<file path="config.mk">
export PLATFORM = sky130hd
export DESIGN_NAME = eight_bit_alu_with_flags_unit_flat
export DESIGN_NICKNAME = d
export VERILOG_FILES = /design/src/ebalu_pkg.sv /design/src/ebalu_req_if.sv /design/src/ebalu_rsp_if.sv /design/src/ebalu_core.sv /design/src/eight_bit_alu_with_flags_unit.sv /design/src/flat_wrapper.sv
export SDC_FILE = /design/constraint.sdc
export NUM_CORES = 1
export LEC_CHECK = 0
export BUFFER_PORTS_ARGS = -buffer_cell sky130_fd_sc_hd__clkbuf_2
export CAP_MARGIN = 20
export CORE_UTILIZATION = 35
export DETAILED_ROUTE_END_ITERATION = 6
export GPL_ROUTABILITY_DRIVEN = 0
export SKIP_LAST_GASP = 1
export SYNTH_ARGS = -nofsm -noshare
export SYNTH_HDL_FRONTEND = slang
export SYNTH_HIERARCHICAL = 1
export SYNTH_SLANG_ARGS = --single-unit
</file>
<file path="constraint.sdc">
create_clock -name clk -period 4.75 [get_ports clk]
set_clock_uncertainty 0.15 [all_clocks]
set_input_delay 0.7125 -clock clk [delete_from_list [all_inputs] [get_ports clk]]
set_output_delay 0.7125 -clock clk [all_outputs]
set_load 0.1 [all_outputs]
</file>
<file path="src/ebalu_pkg.sv">
package ebalu_pkg;

    typedef enum logic [3:0] {
        OP_INC   = 4'd0,
        OP_DEC   = 4'd1,
        OP_RLC   = 4'd2,
        OP_RRC   = 4'd3,
        OP_RL    = 4'd4,
        OP_RR    = 4'd5,
        OP_ADDHL = 4'd6,
        OP_ADDSP = 4'd7,
        OP_ADD   = 4'd8,
        OP_ADC   = 4'd9,
        OP_SUB   = 4'd10,
        OP_SBC   = 4'd11,
        OP_AND   = 4'd12,
        OP_XOR   = 4'd13,
        OP_OR    = 4'd14,
        OP_CP    = 4'd15
    } op_t;

    localparam int FLAG_Z = 3;
    localparam int FLAG_N = 2;
    localparam int FLAG_H = 1;
    localparam int FLAG_C = 0;

    typedef struct packed {
        op_t         req_type;
        logic [7:0]  acc;
        logic [7:0]  operand8;
        logic [15:0] wide_base;
        logic [15:0] wide_addend;
        logic [3:0]  flags_in;
    } req_t;

    typedef struct packed {
        logic [7:0]  result8;
        logic [15:0] result16;
        logic [3:0]  flags_out;
    } rsp_t;

endpackage

</file>
<file path="src/ebalu_req_if.sv">
interface ebalu_req_if;
    logic              valid;
    logic              ready;
    ebalu_pkg::req_t   data;

    modport source (output valid, output data, input ready);
    modport sink   (input valid, input data, output ready);
endinterface

</file>
<file path="src/ebalu_rsp_if.sv">
interface ebalu_rsp_if;
    logic              valid;
    logic              ready;
    ebalu_pkg::rsp_t   data;

    modport source (output valid, output data, input ready);
    modport sink   (input valid, input data, output ready);
endinterface

</file>
<file path="src/ebalu_core.sv">
module ebalu_core (
    input  ebalu_pkg::req_t req,
    output ebalu_pkg::rsp_t rsp
);

    always_comb
    begin
        logic [7:0]  a;
        logic [7:0]  x;
        logic        cin;
        logic        c;
        logic [7:0]  r8;
        logic [15:0] r16;
        logic [3:0]  f;
        logic [16:0] sum17;
        logic [12:0] sum13;
        logic [15:0] ext;
        logic [8:0]  sum9;
        logic [4:0]  nib5;
        logic [8:0]  dif9;

        a     = req.acc;
        x     = req.operand8;
        cin   = req.flags_in[ebalu_pkg::FLAG_C];
        c     = 1'b0;
        r8    = 8'd0;
        r16   = 16'd0;
        f     = 4'd0;
        sum17 = 17'd0;
        sum13 = 13'd0;
        ext   = 16'd0;
        sum9  = 9'd0;
        nib5  = 5'd0;
        dif9  = 9'd0;

        case (req.req_type)
            ebalu_pkg::OP_INC:
            begin
                r8 = x + 8'd1;
                f[ebalu_pkg::FLAG_H] = (r8[3:0] == 4'h0);
                f[ebalu_pkg::FLAG_C] = cin;
            end
            ebalu_pkg::OP_DEC:
            begin
                r8 = x - 8'd1;
                f[ebalu_pkg::FLAG_N] = 1'b1;
                f[ebalu_pkg::FLAG_H] = (r8[3:0] == 4'hf);
                f[ebalu_pkg::FLAG_C] = cin;
            end
            ebalu_pkg::OP_RLC:
            begin
                r8 = {x[6:0], x[7]};
                f[ebalu_pkg::FLAG_C] = x[7];
            end
            ebalu_pkg::OP_RRC:
            begin
                r8 = {x[0], x[7:1]};
                f[ebalu_pkg::FLAG_C] = x[0];
            end
            ebalu_pkg::OP_RL:
            begin
                r8 = {x[6:0], cin};
                f[ebalu_pkg::FLAG_C] = x[7];
            end
            ebalu_pkg::OP_RR:
            begin
                r8 = {cin, x[7:1]};
                f[ebalu_pkg::FLAG_C] = x[0];
            end
            ebalu_pkg::OP_ADDHL:
            begin
                sum17 = {1'b0, req.wide_base} + {1'b0, req.wide_addend};
                sum13 = {1'b0, req.wide_base[11:0]} + {1'b0, req.wide_addend[11:0]};
                r16 = sum17[15:0];
                f[ebalu_pkg::FLAG_Z] = req.flags_in[ebalu_pkg::FLAG_Z];
                f[ebalu_pkg::FLAG_H] = sum13[12];
                f[ebalu_pkg::FLAG_C] = sum17[16];
            end
            ebalu_pkg::OP_ADDSP:
            begin
                ext  = {{8{x[7]}}, x};
                r16  = req.wide_base + ext;
                nib5 = {1'b0, req.wide_base[3:0]} + {1'b0, x[3:0]};
                sum9 = {1'b0, req.wide_base[7:0]} + {1'b0, x};
                f[ebalu_pkg::FLAG_H] = nib5[4];
                f[ebalu_pkg::FLAG_C] = sum9[8];
            end
            ebalu_pkg::OP_ADD, ebalu_pkg::OP_ADC:
            begin
                c    = (req.req_type == ebalu_pkg::OP_ADC) ? cin : 1'b0;
                sum9 = {1'b0, a} + {1'b0, x} + {8'd0, c};
                nib5 = {1'b0, a[3:0]} + {1'b0, x[3:0]} + {4'd0, c};
                r8   = sum9[7:0];
                f[ebalu_pkg::FLAG_H] = nib5[4];
                f[ebalu_pkg::FLAG_C] = sum9[8];
            end
            ebalu_pkg::OP_SUB, ebalu_pkg::OP_SBC, ebalu_pkg::OP_CP:
            begin
                c    = (req.req_type == ebalu_pkg::OP_SBC) ? cin : 1'b0;
                dif9 = {1'b0, a} - {1'b0, x} - {8'd0, c};
                nib5 = {1'b0, a[3:0]} - {1'b0, x[3:0]} - {4'd0, c};
                r8   = (req.req_type == ebalu_pkg::OP_CP) ? a : dif9[7:0];
                f[ebalu_pkg::FLAG_N] = 1'b1;
                f[ebalu_pkg::FLAG_H] = nib5[4];
                f[ebalu_pkg::FLAG_C] = dif9[8];
            end
            ebalu_pkg::OP_AND:
            begin
                r8 = a & x;
                f[ebalu_pkg::FLAG_H] = 1'b1;
            end
            ebalu_pkg::OP_XOR:
            begin
                r8 = a ^ x;
            end
            default:
            begin
                r8 = a | x;
            end
        endcase

        // Z: sub-type ops test the difference, not the kept accumulator
        case (req.req_type)
            ebalu_pkg::OP_ADDHL, ebalu_pkg::OP_ADDSP:
            begin
            end
            ebalu_pkg::OP_SUB, ebalu_pkg::OP_SBC, ebalu_pkg::OP_CP:
            begin
                f[ebalu_pkg::FLAG_Z] = (dif9[7:0] == 8'd0);
            end
            default:
            begin
                f[ebalu_pkg::FLAG_Z] = (r8 == 8'd0);
            end
        endcase

        rsp.result8   = r8;
        rsp.result16  = r16;
        rsp.flags_out = f;
    end

endmodule

</file>
<file path="src/eight_bit_alu_with_flags_unit.sv">
// Eight-bit ALU with Z/N/H/C flags.
// req channel: one item per operation (req_type, acc, operand8, wide_base,
// wide_addend, flags_in); rsp channel: one item back per request
// (result8, result16, flags_out), in request order.
// An item is taken when valid and ready are both high.
// The item is captured in an input register, evaluated by the flag/adder logic
// and captured in the result register, which drives rsp.valid.
// Throughput: one item per cycle while rsp.ready stays high, set by the single
// pass through the 16-bit adder and flag logic between the two registers.
// Reset clears both stage valid bits; no item is presented after reset
// until one is accepted.
// When the receiver stalls, the result register holds its item and the
// input register fills; req.ready drops only when both are occupied and
// rsp.ready is low.
module eight_bit_alu_with_flags_unit (
    input  logic        clk,
    input  logic        rst_n,
    ebalu_req_if.sink   req,
    ebalu_rsp_if.source rsp
);

    logic            s1_valid_reg;
    logic            s1_valid_next;
    ebalu_pkg::req_t s1_data_reg;
    logic            rsp_valid_reg;
    logic            rsp_valid_next;
    ebalu_pkg::rsp_t rsp_data_reg;
    ebalu_pkg::rsp_t core_rsp;
    logic            s2_take;
    logic            in_take;

    ebalu_core u_core (
        .req (s1_data_reg),
        .rsp (core_rsp)
    );

    always_comb
    begin
        s2_take        = s1_valid_reg && (!rsp_valid_reg || rsp.ready);
        in_take        = req.valid && req.ready;
        s1_valid_next  = in_take || (s1_valid_reg && !s2_take);
        rsp_valid_next = s2_take || (rsp_valid_reg && !rsp.ready);
    end

    assign req.ready = !s1_valid_reg || s2_take;
    assign rsp.valid = rsp_valid_reg;
    assign rsp.data  = rsp_data_reg;

    always_ff @(posedge clk or negedge rst_n)
    begin
        if (!rst_n)
        begin
            s1_valid_reg  <= 1'b0;
            rsp_valid_reg <= 1'b0;
        end
        else
        begin
            s1_valid_reg  <= s1_valid_next;
            rsp_valid_reg <= rsp_valid_next;
        end
    end

    always_ff @(posedge clk)
    begin
        if (in_take)
        begin
            s1_data_reg <= req.data;
        end
        if (s2_take)
        begin
            rsp_data_reg <= core_rsp;
        end
    end

    a_ready_when_empty: assert property (
        @(posedge clk) disable iff (!rst_n)
        !s1_valid_reg |-> req.ready
    ) else $error("req.ready low with empty input stage");

    a_stage_moves: assert property (
        @(posedge clk) disable iff (!rst_n)
        (s1_valid_reg && !rsp_valid_reg) |=> rsp_valid_reg
    ) else $error("input stage item did not reach result register");

    a_cp_keeps_acc: assert property (
        @(posedge clk) disable iff (!rst_n)
        (s1_valid_reg && s1_data_reg.req_type == ebalu_pkg::OP_CP)
            |-> (core_rsp.result8 == s1_data_reg.acc)
    ) else $error("cp altered the accumulator");

    a_narrow_no_wide: assert property (
        @(posedge clk) disable iff (!rst_n)
        (s1_valid_reg && s1_data_reg.req_type != ebalu_pkg::OP_ADDHL
            && s1_data_reg.req_type != ebalu_pkg::OP_ADDSP)
            |-> (core_rsp.result16 == 16'd0)
    ) else $error("8-bit operation drove result16");

endmodule
</file>
<file path="src/flat_wrapper.sv">
// flat-port wrapper written by rule: the top's interface ports become plain ports
module eight_bit_alu_with_flags_unit_flat 
  (clk, rst_n, req_valid, req_data, req_ready, rsp_valid, rsp_data, rsp_ready);
  ebalu_req_if req_i ();
  ebalu_rsp_if rsp_i ();
  input  logic clk;
  input  logic rst_n;
  input wire logic [$bits(req_i.valid)-1:0] req_valid;
  input wire logic [$bits(req_i.data)-1:0] req_data;
  output wire logic [$bits(req_i.ready)-1:0] req_ready;
  output wire logic [$bits(rsp_i.valid)-1:0] rsp_valid;
  output wire logic [$bits(rsp_i.data)-1:0] rsp_data;
  input wire logic [$bits(rsp_i.ready)-1:0] rsp_ready;
  assign req_i.valid = req_valid;
  assign req_i.data = req_data;
  assign req_ready = req_i.ready;
  assign rsp_valid = rsp_i.valid;
  assign rsp_data = rsp_i.data;
  assign rsp_i.ready = rsp_ready;
  eight_bit_alu_with_flags_unit u_core (.clk(clk), .rst_n(rst_n), .req(req_i), .rsp(rsp_i));
endmodule
</file>
**Word level (Yosys, flattened, before mapping)**

Index checks and enable logic that the tools add are counted.
W data, S select, Z words.

- Flip-flop bits (word level): 86
- Output and inout port bits: 30

- Eq/ne operators: 15
- Bitwise gates (word level): 3
- Reductions and logical operators: 23
- $add $sub $neg: 15
- Mux-type cells: 11

Operator list:

| operator | number |
|---|---|
| $pmux W8 S11 | 1 |
| $eq A4 B4 Y1 const B | 8 |
| $pmux W16 S2 | 1 |
| $add A8 B8 Y9 | 2 |
| $add A16 B16 Y17 | 1 |
| $add A16 B16 Y16 | 1 |
| $eq A4 B3 Y1 const B | 4 |
| $logic_not A8 Y1 | 2 |
| $mux W8 | 2 |
| $pmux W1 S7 | 2 |
| $add A12 B12 Y13 | 1 |
| $add A4 B4 Y5 | 2 |
| $reduce_or A2 Y1 | 5 |
| $add A9 B1 Y9 | 1 |
| $sub A8 B8 Y9 | 1 |
| $sub A9 B1 Y9 | 1 |
| $add A8 B1 Y8 const B | 1 |
| $and A8 B8 Y8 | 1 |
| $eq A4 B2 Y1 const B | 2 |
| $logic_not A4 Y1 | 2 |
| $or A8 B8 Y8 | 1 |
| $sub A8 B1 Y8 const B | 1 |
| $xor A8 B8 Y8 | 1 |
| $add A5 B1 Y5 | 1 |
| 10 further kinds | 22 |

**Depth between registers and ports, before layout**

- Depth after elaboration: 7
- Gate-level depth with buffers: 15
- Depth with buffers taken out: 14

**Cells and area by module**

The synthesis kept the hierarchy.

Modules (own cells, without submodules):

| module | cells each | area each (µm²) | instances |
|---|---|---|---|
| ebalu_core | 512 | 3743.6 | 1 |
| eight_bit_alu_with_flags_unit | 92 | 2626.3 | 1 |

**Worst setup path before layout**

No wires, ideal clock.

- Path kind: flip-flop to flip-flop
- From: register u_core/s1_data_reg[54] in the netlist's numbering
- To: register u_core.rsp_data_reg (netlist bit u_core/rsp.data[3]) (data pin)
- Library setup time: 165 ps
- Cell stages (with the launch flop): 16
- Setup slack: 412 ps
- Arrival time: 4023 ps
- Path through: edfxtp_1 > buf_2 > buf_2 > or4_1 > fa_1 > inv_1 > ha_1 > or2_2 > fa_1 > and3b_1 > o211ai_2 > o2111ai_1 > o31a_1 > a2111oi_2 > o2111ai_1 > o31ai_2

RTL lines:

| item | line | text |
|---|---|---|
| start: declaration | eight_bit_alu_with_flags_unit.sv:24 | `ebalu_pkg::req_t s1_data_reg;` |
| start signal: assignment | eight_bit_alu_with_flags_unit.sv:67 | `s1_data_reg <= req.data;` |
| end signal: assignment | eight_bit_alu_with_flags_unit.sv:71 | `rsp_data_reg <= core_rsp;` |
| end: declaration | eight_bit_alu_with_flags_unit.sv:27 | `ebalu_pkg::rsp_t rsp_data_reg;` |

==> results_dict.tcl <==
set metrics [dict create \
    antennaDiodeCount 0 \
    tns_ns 0 \
    grt_remaining_overflow 0 \
    grt_usage_pct 18.9 \
    path_cells "inv_1 -> or4_1 -> fa_1 -> inv_1 -> ha_1 -> or2_2 -> fa_1 -> and3b_1 -> o211ai_2 -> o2111ai_1 -> o31a_1 -> a2111oi_2 -> o2111ai_1 -> o31ai_2" \
    ir_drop_mv 0.181 \
    grt_pass1_wl_mm 26.5 \
    slowest_stage "fa_1" \
    initial_core_util_pct 36.1 \
    leakage_nw 2.98 \
    cpPeakStageDelay_ns 0.52 \
    antenna_found_initial 0 \
    drt-total-wl_mm 16.8 \
    period_minus_slack_ns 4.41 \
    clkLatencyLatePin_ns 0.36 \
    critPathMaxFanout 5 \
    ctsHtreeMaxLevel 3 \
    rrSetupSlack_ns 0.34 \
    largest_reg_flops 54 \
    hp-start "req_data[22]" \
    num_rows 48 \
    viasPerCell 5.69 \
    whs_ns 0.378 \
    cp.arrival_ns 4.45 \
    cts_resized 0 \
    synth_cells 602 \
    crit_type "reg2reg" \
    drive_gt1_share_pct 18.3 \
    timing.fmax_mhz 227 \
    ctsHoldBuffers 1 \
    die-area_um2 18600 \
    drt_iter0_drc 434 \
    cts_tree "done" \
    ctsLongestPathBuffers 2 \
    die_w_um 136 \
    drt-pass1-iter-count 5 \
    power_density_nw_per_um2 330 \
    syn2layout_area_growth_pct 15.7 \
    grt_start_max_net_pins 55 \
    cp_top_family "compound AO/OA/AOI/OAI gates" \
    rsz0062_at_grt "no" \
    min_period_over_period_pct 92.8 \
    syn_area_um2 6310 \
    crit_path_start_kind "register" \
    cts_sinks 84 \
    core_um2 17500 \
    dp_hpwl_mm 12.4 \
    dr_total_vias 5237 \
    io_pins 90 \
    critPathRequiredTime_ns 4.79 \
    cts-buffers-inserted 9 \
    hold_path.class "in2reg" \
    timing_hold_violations_final 0 \
    cts_setup_buffers 0 \
    slew_violations 0 \
    drt-wirelength-per-cell_um 18.3 \
    clkSlewWorstSetupHoldPaths_ns 0.06 \
    finalSetupViolations 0 \
    slew_headroom_pct 26.5 \
    route.detailed.drc 0 \
    ys_warn_count 6 \
    reg2reg_from "u_core/s1_data_reg[0]" \
    cap_violations 0 \
    worst_pin_slew_ns 1.09 \
    drtAntennaViolNets 0 \
    worst-path-buf-inv 2 \
    status "completed" \
    grt_pass1_vias 5132 \
    die_height_um 136 \
    synth_nets 733 \
    clock-root-buffer "clkbuf_16" \
    io_buffer_count 87 \
    final_core_util_pct 41.8 \
    crit_start "u_core/s1_data_reg[0]" \
    endpoint_kind "register" \
    fillers 1672 \
    synth_area_per_cell_um2 10.5 \
    final_net_count 821 \
]
## metal layers
metal	up-vias	wire length (um)	global-route usage, %
li1	2483	-	-
met1	2476	7450	25.1
met2	237	7640	29.2
met3	41	1130	2.91
met4	0	581	10.6
met5	-	0	0
## path summary, 6_finish.rpt
kind | to | cells past startpoint
worst max-delay path | u_core/rsp.data[3] | 14
worst min-delay path | u_core/s1_data_reg[22] | 1
worst max register to register | u_core/rsp.data[3] | 14
worst min register to register | u_core/rsp.valid | 1
max in group asynchronous | u_core/rsp.valid | 2
min in group asynchronous | u_core/s1_valid_reg | 2
## power by group
group	total, mW	switching, mW	internal [mW]
Clock	0.720	0.297	0.423
Combinational	0.762	0.511	0.250
Sequential	0.925	0.0394	0.886
## layout make-up
cell class | instances | area, um^2 | share of cell area (%)
Timing Repair Buffer | 99 | 528 | 7.23
Clock buffer | 11 | 243 | 3.33
Clock inverter | 5 | 60.1 | 0.823
Sequential cell | 84 | 2510 | 34.4
Multi-Input combinational cell | 462 | 3550 | 48.6
Tap cell | 225 | 282 | 3.86
Inverter | 34 | 128 | 1.75
## per-stage QoR
step / worst slack [ns] / power [mW] / std cells / instance area [um^2]
6_report: 0.341 / 2.41 / 920 / 7300
5_1_grt: 0.0846 / 2.52 / 920 / 7300
4_1_cts: 0.339 / 2.43 / 920 / 7300
3_5_place_dp: 0.344 / 1.69 / 903 / 6990
3_3_place_gp: 0.473 / 1.68 / 903 / 6990
2_1_floorplan: 0.412 / 1.52 / 602 / 6310
## cell usage in the layout, fill, tap and decap left out, types with 21 or more instances in the layout
cell and count:
a21oi_1 31, clkbuf_2 87, ha_1 65, xnor2_1 21, xor2_1 22, inv_1 32
nor2_1 32, o21ai_0 22, nand2_1 29, edfxtp_1 82
No activity file was read; power rests on OpenSTA's default activity.
